$ cat src/lpfp_pkg.sv
// ----------------------------------------------------------------------------
// lpfp_pkg
// Shared constants, types and helpers for the LED pixel frame packetizer.
// ----------------------------------------------------------------------------
package lpfp_pkg;

  localparam int MAX_PIXELS = 497;
  localparam int COL_W      = 13;
  localparam int CHUNK_W    = 9;
  localparam int MAC_W      = 48;
  localparam int MAC_BYTES  = 6;
  localparam int GAMMA_DEPTH = 256;

  // Byte positions inside a frame
  localparam logic [4:0] IDX_DEST_MAC = 5'd0;
  localparam logic [4:0] IDX_SRC_MAC  = 5'd6;
  localparam logic [4:0] IDX_TYPE     = 5'd12;
  localparam logic [4:0] IDX_ROW_HI   = 5'd13;
  localparam logic [4:0] IDX_ROW_LO   = 5'd14;
  localparam logic [4:0] IDX_COL_HI   = 5'd15;
  localparam logic [4:0] IDX_COL_LO   = 5'd16;
  localparam logic [4:0] IDX_CNT_HI   = 5'd17;
  localparam logic [4:0] IDX_CNT_LO   = 5'd18;
  localparam logic [4:0] IDX_TRAIL_HI = 5'd19;
  localparam logic [4:0] IDX_TRAIL_LO = 5'd20;
  localparam logic [4:0] IDX_PIXEL    = 5'd21;
  localparam logic [4:0] IDX_LAST     = 5'd23;

  localparam logic [7:0] TRAIL_HI_BYTE = 8'h08;
  localparam logic [7:0] TRAIL_LO_BYTE = 8'h00;

  // Configuration register indexes
  localparam logic [2:0] REG_PANEL_WIDTH  = 3'd0;
  localparam logic [2:0] REG_PANEL_HEIGHT = 3'd1;
  localparam logic [2:0] REG_BYTE_ORDER   = 3'd2;
  localparam logic [2:0] REG_DEST_MAC     = 3'd3;
  localparam logic [2:0] REG_SRC_MAC      = 3'd4;
  localparam logic [2:0] REG_PACKET_TYPE  = 3'd5;

  // Color orders
  localparam logic [2:0] ORDER_BGR = 3'd0;
  localparam logic [2:0] ORDER_RGB = 3'd1;
  localparam logic [2:0] ORDER_GRB = 3'd2;
  localparam logic [2:0] ORDER_GBR = 3'd3;
  localparam logic [2:0] ORDER_RBG = 3'd4;
  localparam logic [2:0] ORDER_BRG = 3'd5;

  localparam logic REQ_PIXEL = 1'b0;
  localparam logic REQ_TABLE = 1'b1;

  typedef enum logic [1:0] {
    CH_RED   = 2'd0,
    CH_GREEN = 2'd1,
    CH_BLUE  = 2'd2
  } channel_t;

  // One request held while its bytes go out
  typedef struct packed {
    logic               req_type;
    logic [7:0]         red;
    logic [7:0]         green;
    logic [7:0]         blue;
    logic [7:0]         tbl_index;
    logic [7:0]         tbl_value;
    logic [COL_W-1:0]   row;
    logic [COL_W-1:0]   col;
    logic [CHUNK_W-1:0] cnt;
    logic               pend;
    logic               fend;
  } item_t;

  // Which raw channel goes out at byte position pos (0..2) of a pixel
  function automatic channel_t channel_sel(logic [2:0] order, logic [1:0] pos);
    channel_t ch;
    ch = CH_RED;
    case (order)
      ORDER_BGR: ch = (pos == 2'd0) ? CH_BLUE  : (pos == 2'd1) ? CH_GREEN : CH_RED;
      ORDER_GRB: ch = (pos == 2'd0) ? CH_GREEN : (pos == 2'd1) ? CH_RED   : CH_BLUE;
      ORDER_GBR: ch = (pos == 2'd0) ? CH_GREEN : (pos == 2'd1) ? CH_BLUE  : CH_RED;
      ORDER_RBG: ch = (pos == 2'd0) ? CH_RED   : (pos == 2'd1) ? CH_BLUE  : CH_GREEN;
      ORDER_BRG: ch = (pos == 2'd0) ? CH_BLUE  : (pos == 2'd1) ? CH_RED   : CH_GREEN;
      default:   ch = (pos == 2'd0) ? CH_RED   : (pos == 2'd1) ? CH_GREEN : CH_BLUE;
    endcase
    return ch;
  endfunction

endpackage

$ cat src/led_pixel_frame_packetizer.sv
// ----------------------------------------------------------------------------
// led_pixel_frame_packetizer
// Gamma-corrects raster pixels and packs them into Ethernet frames per row chunk.
// ----------------------------------------------------------------------------
// A pixel request yields three bytes, and the first pixel of a chunk adds its
// 21-byte header. Output runs at one byte per cycle unless the sink stalls, and
// the next request is taken as the last byte of the current one is registered.
// The gamma table is a single-port RAM read once per color byte. Gamma entries
// must be written before any pixel that looks them up.
module led_pixel_frame_packetizer (
  input  logic        clk,
  input  logic        rst,
  // config
  input  logic        cfg_wr_en,
  input  logic [2:0]  cfg_index,
  input  logic [47:0] cfg_data,
  // requests
  input  logic        s_axis_tvalid,
  output logic        s_axis_tready,
  input  logic [39:0] s_axis_tdata,   // pixel_red, pixel_green, pixel_blue,
                                      // table_index, table_value
  input  logic        s_axis_tuser,   // req_type
  // frame bytes
  output logic        m_axis_tvalid,
  input  logic        m_axis_tready,
  output logic [7:0]  m_axis_tdata,   // data_byte
  output logic        m_axis_tlast,   // packet_end
  output logic [1:0]  m_axis_tuser    // frame_end, run_last
);
  import lpfp_pkg::*;

  // Configuration registers
  logic [COL_W-1:0] panel_width;
  logic [COL_W-1:0] panel_height;
  logic [2:0]       byte_order;
  logic [MAC_W-1:0] dest_mac;
  logic [MAC_W-1:0] src_mac;
  logic [7:0]       pixel_packet_type;

  always_ff @(posedge clk) begin
    if (rst) begin
      panel_width       <= COL_W'(128);
      panel_height      <= COL_W'(64);
      byte_order        <= ORDER_RGB;
      dest_mac          <= '0;
      src_mac           <= '0;
      pixel_packet_type <= 8'd85;
    end else if (cfg_wr_en) begin
      case (cfg_index)
        REG_PANEL_WIDTH:  panel_width       <= cfg_data[COL_W-1:0];
        REG_PANEL_HEIGHT: panel_height      <= cfg_data[COL_W-1:0];
        REG_BYTE_ORDER:   byte_order        <= cfg_data[2:0];
        REG_DEST_MAC:     dest_mac          <= cfg_data;
        REG_SRC_MAC:      src_mac           <= cfg_data;
        REG_PACKET_TYPE:  pixel_packet_type <= cfg_data[7:0];
        default: ;
      endcase
    end
  end

  logic [COL_W-1:0] eff_w;
  logic [COL_W-1:0] eff_h;
  assign eff_w = (panel_width  == '0) ? COL_W'(1) : panel_width;
  assign eff_h = (panel_height == '0) ? COL_W'(1) : panel_height;

  // Raster position
  logic [COL_W-1:0]   column_pos;
  logic [COL_W-1:0]   row_pos;
  logic [CHUNK_W-1:0] chunk_left;

  // Held request and byte sequencer
  item_t       item;
  item_t       item_next;
  logic        item_valid;
  logic [4:0]  idx;

  // Output stage
  logic        out_valid;
  logic        out_color;
  logic [7:0]  out_byte;
  logic        out_last;
  logic        out_pend;
  logic        out_fend;

  logic        load;
  logic        advance;
  logic        item_done;
  logic        tbl_write;

  assign tbl_write = item_valid && (item.req_type == REQ_TABLE);
  assign advance   = item_valid && (item.req_type == REQ_PIXEL) &&
                     (!out_valid || m_axis_tready);
  assign item_done = tbl_write || (advance && idx == IDX_LAST);
  assign s_axis_tready = !item_valid || item_done;
  assign load = s_axis_tvalid && s_axis_tready;

  // Position update for an arriving pixel, done once at load
  logic               start;
  logic               col_wrap;
  logic [COL_W-1:0]   c0;
  logic [COL_W-1:0]   r0a;
  logic [COL_W-1:0]   r0;
  logic [COL_W-1:0]   cnt_full;
  logic [CHUNK_W-1:0] cnt;
  logic [CHUNK_W-1:0] cl1;
  logic [COL_W-1:0]   c1;
  logic [COL_W-1:0]   r1;
  logic               pend;
  logic               row_end;
  logic               fend;
  logic [COL_W-1:0]   column_pos_next;
  logic [COL_W-1:0]   row_pos_next;

  always_comb begin
    start    = (chunk_left == '0);
    col_wrap = start && (column_pos >= eff_w);
    c0       = col_wrap ? '0 : column_pos;
    r0a      = col_wrap ? row_pos + COL_W'(1) : row_pos;
    r0       = (start && r0a >= eff_h) ? '0 : r0a;
    cnt_full = eff_w - c0;
    cnt      = (cnt_full > COL_W'(MAX_PIXELS)) ? CHUNK_W'(MAX_PIXELS)
                                               : cnt_full[CHUNK_W-1:0];
    cl1      = (start ? cnt : chunk_left) - CHUNK_W'(1);
    c1       = c0 + COL_W'(1);
    r1       = r0 + COL_W'(1);
    pend     = (cl1 == '0);
    row_end  = pend && (c1 >= eff_w);
    fend     = row_end && (r1 >= eff_h);
    column_pos_next = row_end ? '0 : c1;
    row_pos_next    = fend ? '0 : (row_end ? r1 : r0);

    item_next.req_type  = s_axis_tuser;
    item_next.red       = s_axis_tdata[7:0];
    item_next.green     = s_axis_tdata[15:8];
    item_next.blue      = s_axis_tdata[23:16];
    item_next.tbl_index = s_axis_tdata[31:24];
    item_next.tbl_value = s_axis_tdata[39:32];
    item_next.row       = r0;
    item_next.col       = c0;
    item_next.cnt       = cnt;
    item_next.pend      = pend;
    item_next.fend      = fend;
  end

  always_ff @(posedge clk) begin
    if (rst) begin
      item_valid <= 1'b0;
      column_pos <= '0;
      row_pos    <= '0;
      chunk_left <= '0;
      idx        <= '0;
    end else begin
      if (load) begin
        item_valid <= 1'b1;
        idx        <= start ? IDX_DEST_MAC : IDX_PIXEL;
        if (s_axis_tuser == REQ_PIXEL) begin
          column_pos <= column_pos_next;
          row_pos    <= row_pos_next;
          chunk_left <= cl1;
        end
      end else if (item_done) begin
        item_valid <= 1'b0;
      end else if (advance) begin
        idx <= idx + 5'd1;
      end
    end
  end

  always_ff @(posedge clk) begin
    if (load) begin
      item <= item_next;
    end
  end

  // Header byte for the current position
  logic [MAC_BYTES-1:0][7:0] dest_bytes;
  logic [MAC_BYTES-1:0][7:0] src_bytes;
  logic [2:0]                mac_sel;
  logic [7:0]                hdr_byte;
  logic                      is_color;

  assign dest_bytes = dest_mac;
  assign src_bytes  = src_mac;
  assign is_color   = (idx >= IDX_PIXEL);

  always_comb begin
    mac_sel  = '0;
    hdr_byte = '0;
    if (idx < IDX_SRC_MAC) begin
      mac_sel  = 3'(MAC_BYTES - 1) - idx[2:0];
      hdr_byte = dest_bytes[mac_sel];
    end else if (idx < IDX_TYPE) begin
      mac_sel  = 3'(MAC_BYTES - 1) - 3'(idx - IDX_SRC_MAC);
      hdr_byte = src_bytes[mac_sel];
    end else begin
      case (idx)
        IDX_TYPE:     hdr_byte = pixel_packet_type;
        IDX_ROW_HI:   hdr_byte = 8'(item.row[COL_W-1:8]);
        IDX_ROW_LO:   hdr_byte = item.row[7:0];
        IDX_COL_HI:   hdr_byte = 8'(item.col[COL_W-1:8]);
        IDX_COL_LO:   hdr_byte = item.col[7:0];
        IDX_CNT_HI:   hdr_byte = 8'(item.cnt[CHUNK_W-1:8]);
        IDX_CNT_LO:   hdr_byte = item.cnt[7:0];
        IDX_TRAIL_HI: hdr_byte = TRAIL_HI_BYTE;
        IDX_TRAIL_LO: hdr_byte = TRAIL_LO_BYTE;
        default:      hdr_byte = '0;
      endcase
    end
  end

  // Gamma lookup: one channel per color byte, in output order
  channel_t   ch;
  logic [7:0] ram_addr;
  logic [7:0] gamma_level;

  always_comb begin
    ch = channel_sel(byte_order, 2'(idx - IDX_PIXEL));
    case (ch)
      CH_RED:   ram_addr = item.red;
      CH_GREEN: ram_addr = item.green;
      CH_BLUE:  ram_addr = item.blue;
      default:  ram_addr = item.red;
    endcase
    if (tbl_write) begin
      ram_addr = item.tbl_index;
    end
  end

  lpfp_ram #(
    .WIDTH (8),
    .DEPTH (GAMMA_DEPTH)
  ) u_gamma (
    .clk     (clk),
    .wr_en   (tbl_write),
    .rd_en   (advance && is_color),
    .addr    (ram_addr),
    .wr_data (item.tbl_value),
    .rd_data (gamma_level)
  );

  always_ff @(posedge clk) begin
    if (rst) begin
      out_valid <= 1'b0;
    end else if (advance) begin
      out_valid <= 1'b1;
    end else if (m_axis_tready) begin
      out_valid <= 1'b0;
    end
  end

  // Payload of the output stage; color data is the RAM's own read register
  always_ff @(posedge clk) begin
    if (advance) begin
      out_color <= is_color;
      out_byte  <= hdr_byte;
      out_last  <= (idx == IDX_LAST);
      out_pend  <= item.pend;
      out_fend  <= item.fend;
    end
  end

  assign m_axis_tvalid   = out_valid;
  assign m_axis_tdata    = out_color ? gamma_level : out_byte;
  assign m_axis_tlast    = out_last && out_pend;
  assign m_axis_tuser[0] = out_last && out_fend;
  assign m_axis_tuser[1] = out_last;

endmodule

$ cat src/lpfp_ram.sv
// ----------------------------------------------------------------------------
// lpfp_ram
// Single-port RAM with registered read data that holds when not read.
// ----------------------------------------------------------------------------
module lpfp_ram #(
  parameter int WIDTH = 8,
  parameter int DEPTH = 256
) (
  input  logic                     clk,
  input  logic                     wr_en,
  input  logic                     rd_en,
  input  logic [$clog2(DEPTH)-1:0] addr,
  input  logic [WIDTH-1:0]         wr_data,
  output logic [WIDTH-1:0]         rd_data
);

  logic [WIDTH-1:0] mem [DEPTH];

  always_ff @(posedge clk) begin
    if (wr_en) begin
      mem[addr] <= wr_data;
    end
    if (rd_en) begin
      rd_data <= mem[addr];
    end
  end

endmodule

$ cat config.mk
export PLATFORM = sky130hd
export DESIGN_NAME = led_pixel_frame_packetizer
export DESIGN_NICKNAME = d
export VERILOG_FILES = /design/src/lpfp_pkg.sv /design/src/led_pixel_frame_packetizer.sv /design/src/lpfp_ram.sv
export SDC_FILE = /design/constraint.sdc
export NUM_CORES = 2
export LEC_CHECK = 0
export BUFFER_PORTS_ARGS = -buffer_cell sky130_fd_sc_hd__buf_4
export CAP_MARGIN = 20
export CELL_PAD_IN_SITES_DETAIL_PLACEMENT = 2
export CELL_PAD_IN_SITES_GLOBAL_PLACEMENT = 2
export CORE_MARGIN = 10
export CORE_UTILIZATION = 49
export CTS_CLUSTER_DIAMETER = 60
export DETAILED_ROUTE_END_ITERATION = 7
export PLACE_DENSITY = 0.9
export SLEW_MARGIN = 10
export SYNTH_ARGS = -nofsm -noshare
export SYNTH_HDL_FRONTEND = slang
export SYNTH_SLANG_ARGS = --single-unit
$ cat constraint.sdc
create_clock -name clk -period 10.33 [get_ports clk]
set_input_delay 1.033 -clock clk [delete_from_list [all_inputs] [get_ports clk]]
set_output_delay 1.033 -clock clk [all_outputs]
set_load 0.01 [all_outputs]
==> reports/results.txt, run 1 <==
leading area contributor after synthesis - edfxtp_1
detailed placement HPWL - 278.9 mm
initial core utilization - 49.40%
First Err - [ERROR DPL-0033] detailed placement checks failed during check placement.
cells after synthesis - 5353
GPL Wtd Cong - 0.8786
Seq/Total Area, Yosys - 72.17%
share of synthesized registers carrying an async set or reset - 0%
# port buffers - 109
Stopped at - 3_5_place_dp
outcome - did not finish
synth top area cells - edfxtp_1 68%, mux4_2 13%, dfxtp_1 3.7%, nand2_1 2.0%, mux2i_1 1.7%
post-synth top area share - 68.45%
Die H - 458.3 um
Syn Nets - 5531
Seq cells post-synth - 2321
YS warnings - 0
die extent in x - 458.3 um
most frequent cell after synthesis - edfxtp_1
Post-Syn Area - 0.09415 mm^2
syn avg cell area - 17.59 um^2
row cnt - 160
I/O pin count - 110
main flop type after synthesis - edfxtp_1
EDFF count, synth - 2146
Post-synth top cells - 2146 x edfxtp_1, 528 x mux4_2, 490 x nand2_1, 361 x nor2_1, 227 x clkbuf_1
post-synth cell types - 88
kinds of logic after synthesis:
kind of cell	synth area share (%)
xor gates and xnor gates	0.5157
adders and majority gates	1.084
AOI/OAI and AO/OA	4.500
buffers and inverters	1.705
DFF	72.17
muxes	14.54
and+or+nand+nor	5.489
through the flow:
step / hold WS, ns / worst slack, ns
after global placement: 0.4385 / 1.679
after floorplan: 0.4003 / 3.012
==> run 2: changes to the inputs <==
- CELL_PAD_IN_SITES_DETAIL_PLACEMENT: 2 -> not set
- CELL_PAD_IN_SITES_GLOBAL_PLACEMENT: 2 -> not set
- CORE_UTILIZATION: 49 -> 40
- CTS_CLUSTER_DIAMETER: 60 -> not set
- PLACE_DENSITY: 0.9 -> not set
- PLACE_DENSITY_LB_ADDON: not set -> 0.15
==> run 2 against run 1 <==
The run now ends clean. Synthesized cell count is the same. Synthesized area unchanged.
==> reports/results.txt, run 2 <==
main flop type after synthesis - edfxtp_1
Hold Crit Class - primary input to register
Post-Syn Area - 0.09415 mm^2 (unchanged)
EDFF count, synth - 2146 (unchanged)
combinational group share of total power - 22.5%
I/O pin count - 110 (unchanged)
Fillers - 20360
Fin. Hold Viols - 0
Max IR drop VDD - 0.1911 mV
Post-synth top cells - 2146 x edfxtp_1, 528 x mux4_2, 490 x nand2_1, 361 x nor2_1, 227 x clkbuf_1
detailed placement HPWL - 153.2 mm (-45%)
slowest stage delay, CP - 0.67 ns
clk_lat worst skew - 0.89 ns
WP data required - 11.17 ns
Sink Count - 2321
Die H - 505.1 um (+10%)
Seq/Total Area, Yosys - 72.17% (unchanged)
post-CTS setup buffers - 0
Clock Skews - 0.04479 ns
Syn Nets - 5531 (unchanged)
Switch Pwr - 7.099 mW
post-synth top area share - 68.45% (unchanged)
GRT overflow - 0
Net Sw Frac - 29.35%
CTS max path bufs - 3
CTS H-Tree Depth - 4
Slowest cell on crit path - a41oi_1
leading area contributor after synthesis - edfxtp_1
most frequent cells in the layout - 2146 x edfxtp_1, 528 x mux4_2, 478 x nand2_1
hold buffers post-CTS - 0
vias per cell - 5.637
Reg power frac - 43.0%
first-pass GRT wire length - 369.5 mm
Tot GR Track Use - 19.50%
reg-to-reg startpoint - panel_width[1]
Crit Path Max Fanout - 16
cells after synthesis - 5353 (unchanged)
Total Nets Final - 5666
relative slew slack - 17.76%
violation count after the first detailed-routing iteration - 4983
final setup fails - 0
CTS resizes - 0
Largest regs - u_gamma.mem: 2048 flops, item: 78 flops
critical path class - register to register
Leakage - 33.59 nW
DRT Pass-1 Iters - 6
cell seen most often among critical-path stages - a21o_1
Most flops, register - u_gamma.mem
synth top area cells - edfxtp_1 68%, mux4_2 13%, dfxtp_1 3.7%, nand2_1 2.0%, mux2i_1 1.7%
max reg flops - 2048
Internal Power - 17.09 mW
initial antenna violation count - 8
hold path startpoint - s_axis_tdata[19]
layout cell share with drive strength beyond 1 - 20.13%
syn avg cell area - 17.59 um^2 (unchanged)
CP Launch Point - panel_width[1]
# port buffers - 109 (unchanged)
crit end category - register
Pwr Density - 227.1 mW/mm^2
# DRC - 0
die extent in x - 505.1 um (+10%)
CTS tree - built
Area growth syn-to-layout - 13.12%
fmax - 0.1116 GHz
Slew @ Worst Pin - 1.234 ns
commonest non-fill, non-tap cell in the layout - edfxtp_1
Seq cells post-synth - 2321 (unchanged)
GPL Wtd Cong - 0.8418 (-4.2%)
row cnt - 178 (+11%)
routed via count - 49890
core area - 0.2347 mm^2
Total Power - 24.19 mW
post-synth cell types - 88 (unchanged)
number of global-route vias before repair - 50260
Worst Path Arrival - 9.80 ns
full die area - 0.2552 mm^2
unrepaired setup endpoints after global routing - no
largest net degree at the start of global routing - 210
share of synthesized registers carrying an async set or reset - 0% (unchanged)
power share of the clock group - 34.5%
crit path launch type - register
YS warnings - 0 (unchanged)
initial core utilization - 40.11% (-9.3 points)
most frequent cell after synthesis - edfxtp_1
Clock transition at path regs - 0.06 ns
Max Slew Vio Count - 0
post-route minimum period - 8.960 ns
Avg WL per Cell - 28.86 um
Routed Antenna Nets - 0
routed wire length - 255.4 mm
maxcap violations - 0
fin crit share - 86.74%
Root Buffer - clkbuf_16
total clock buffers created by CTS - 240
Setup TNS - 0 ns
outcome - complete, no violations
==> run 2: cell counts after synthesis <==
Identical to the previous run, type by type.
==> run 2: per-stage QoR <==
step / instances / hold slack [ns] / util [%] / worst slack (ns) / instance area (um^2)
2_1_floorplan: 5353 / 0.4003 / - / 3.012 / 94150
5_1_grt: 8844 / 0.2700 / 45.36 / 0.5660 / 106500
6_report: 8849 / 0.3184 / 45.37 / 1.370 / 106500
3_5_place_dp: 8392 / 0.4431 / 42.11 / 1.544 / 98850
3_3_place_gp: 8387 / 0.4404 / 42.09 / 1.499 / 98810
4_1_cts: 8838 / 0.2436 / 45.33 / 1.479 / 106400
==> run 2: cells by family after synthesis <==
| group | count (synthesis) | share of synthesized area, % |
|---|---|---|
| flip-flops | 2321 | 72.17 |
| adder cells (fa/ha/maj) | 81 | 1.084 |
| multiplexers | 705 | 14.54 |
| AO/OA/AOI/OAI | 625 | 4.500 |
| buffers and inverters | 404 | 1.705 |
| XOR/XNOR | 52 | 0.5157 |
| AND/OR/NAND/NOR | 1165 | 5.489 |
==> run 2: power by group through the flow <==
stage | Sequential, mW | Clock (mW) | Combinational [mW]
floorplan | 10.7 | 0 | 3.43
global placement | 10.6 | 0 | 5.49
detailed placement | 10.6 | 0 | 5.50
CTS | 10.4 | 8.52 | 5.52
global route | 10.4 | 8.91 | 5.78
finish | 10.4 | 8.34 | 5.45
==> run 2: layout make-up <==
class / instances / area (um^2) / share of cell area (%)
Tap cell: 3150 / 3941 / 3.701
Inverter: 71 / 267.8 / 0.2514
Clock buffer: 307 / 6370 / 5.981
Clock inverter: 139 / 1180 / 1.108
Multi-Input combinational cell: 2628 / 24720 / 23.22
Timing Repair Buffer: 226 / 2049 / 1.924
Antenna cell: 7 / 17.52 / 0.01645
Sequential cell: 2321 / 67950 / 63.80
==> run 2: path summary, 6_finish.rpt <==
path,endpoint,slack (ns),cells after the start
max reg2reg,row_pos[6],1.37,35
min reg2reg,dest_bytes[21],0.45,2
min,item[56],0.32,1
max,row_pos[6],1.37,35
==> run 2: critical path, delay by kind of cell, from the launching register on <==
kind,cells,cell delay (ns)
adders and majority gates,4,1.11
AOI/OAI and AO/OA,15,4.09
and+or+nand+nor,13,2.76
DFF,1,0.34
buffers and inverters,1,0.22
xor gates and xnor gates,2,0.35
==> run 2: per-layer routing <==
metal  vias up  track usage (%)  routed length (um)
li1      21640                -                   -
met1     26340            28.30              114000
met2      1584            30.39              118900
met3       315            3.761               16750
met4         2            4.795                5767
met5         -                0                  13
No activity file was read; power rests on OpenSTA's default activity.
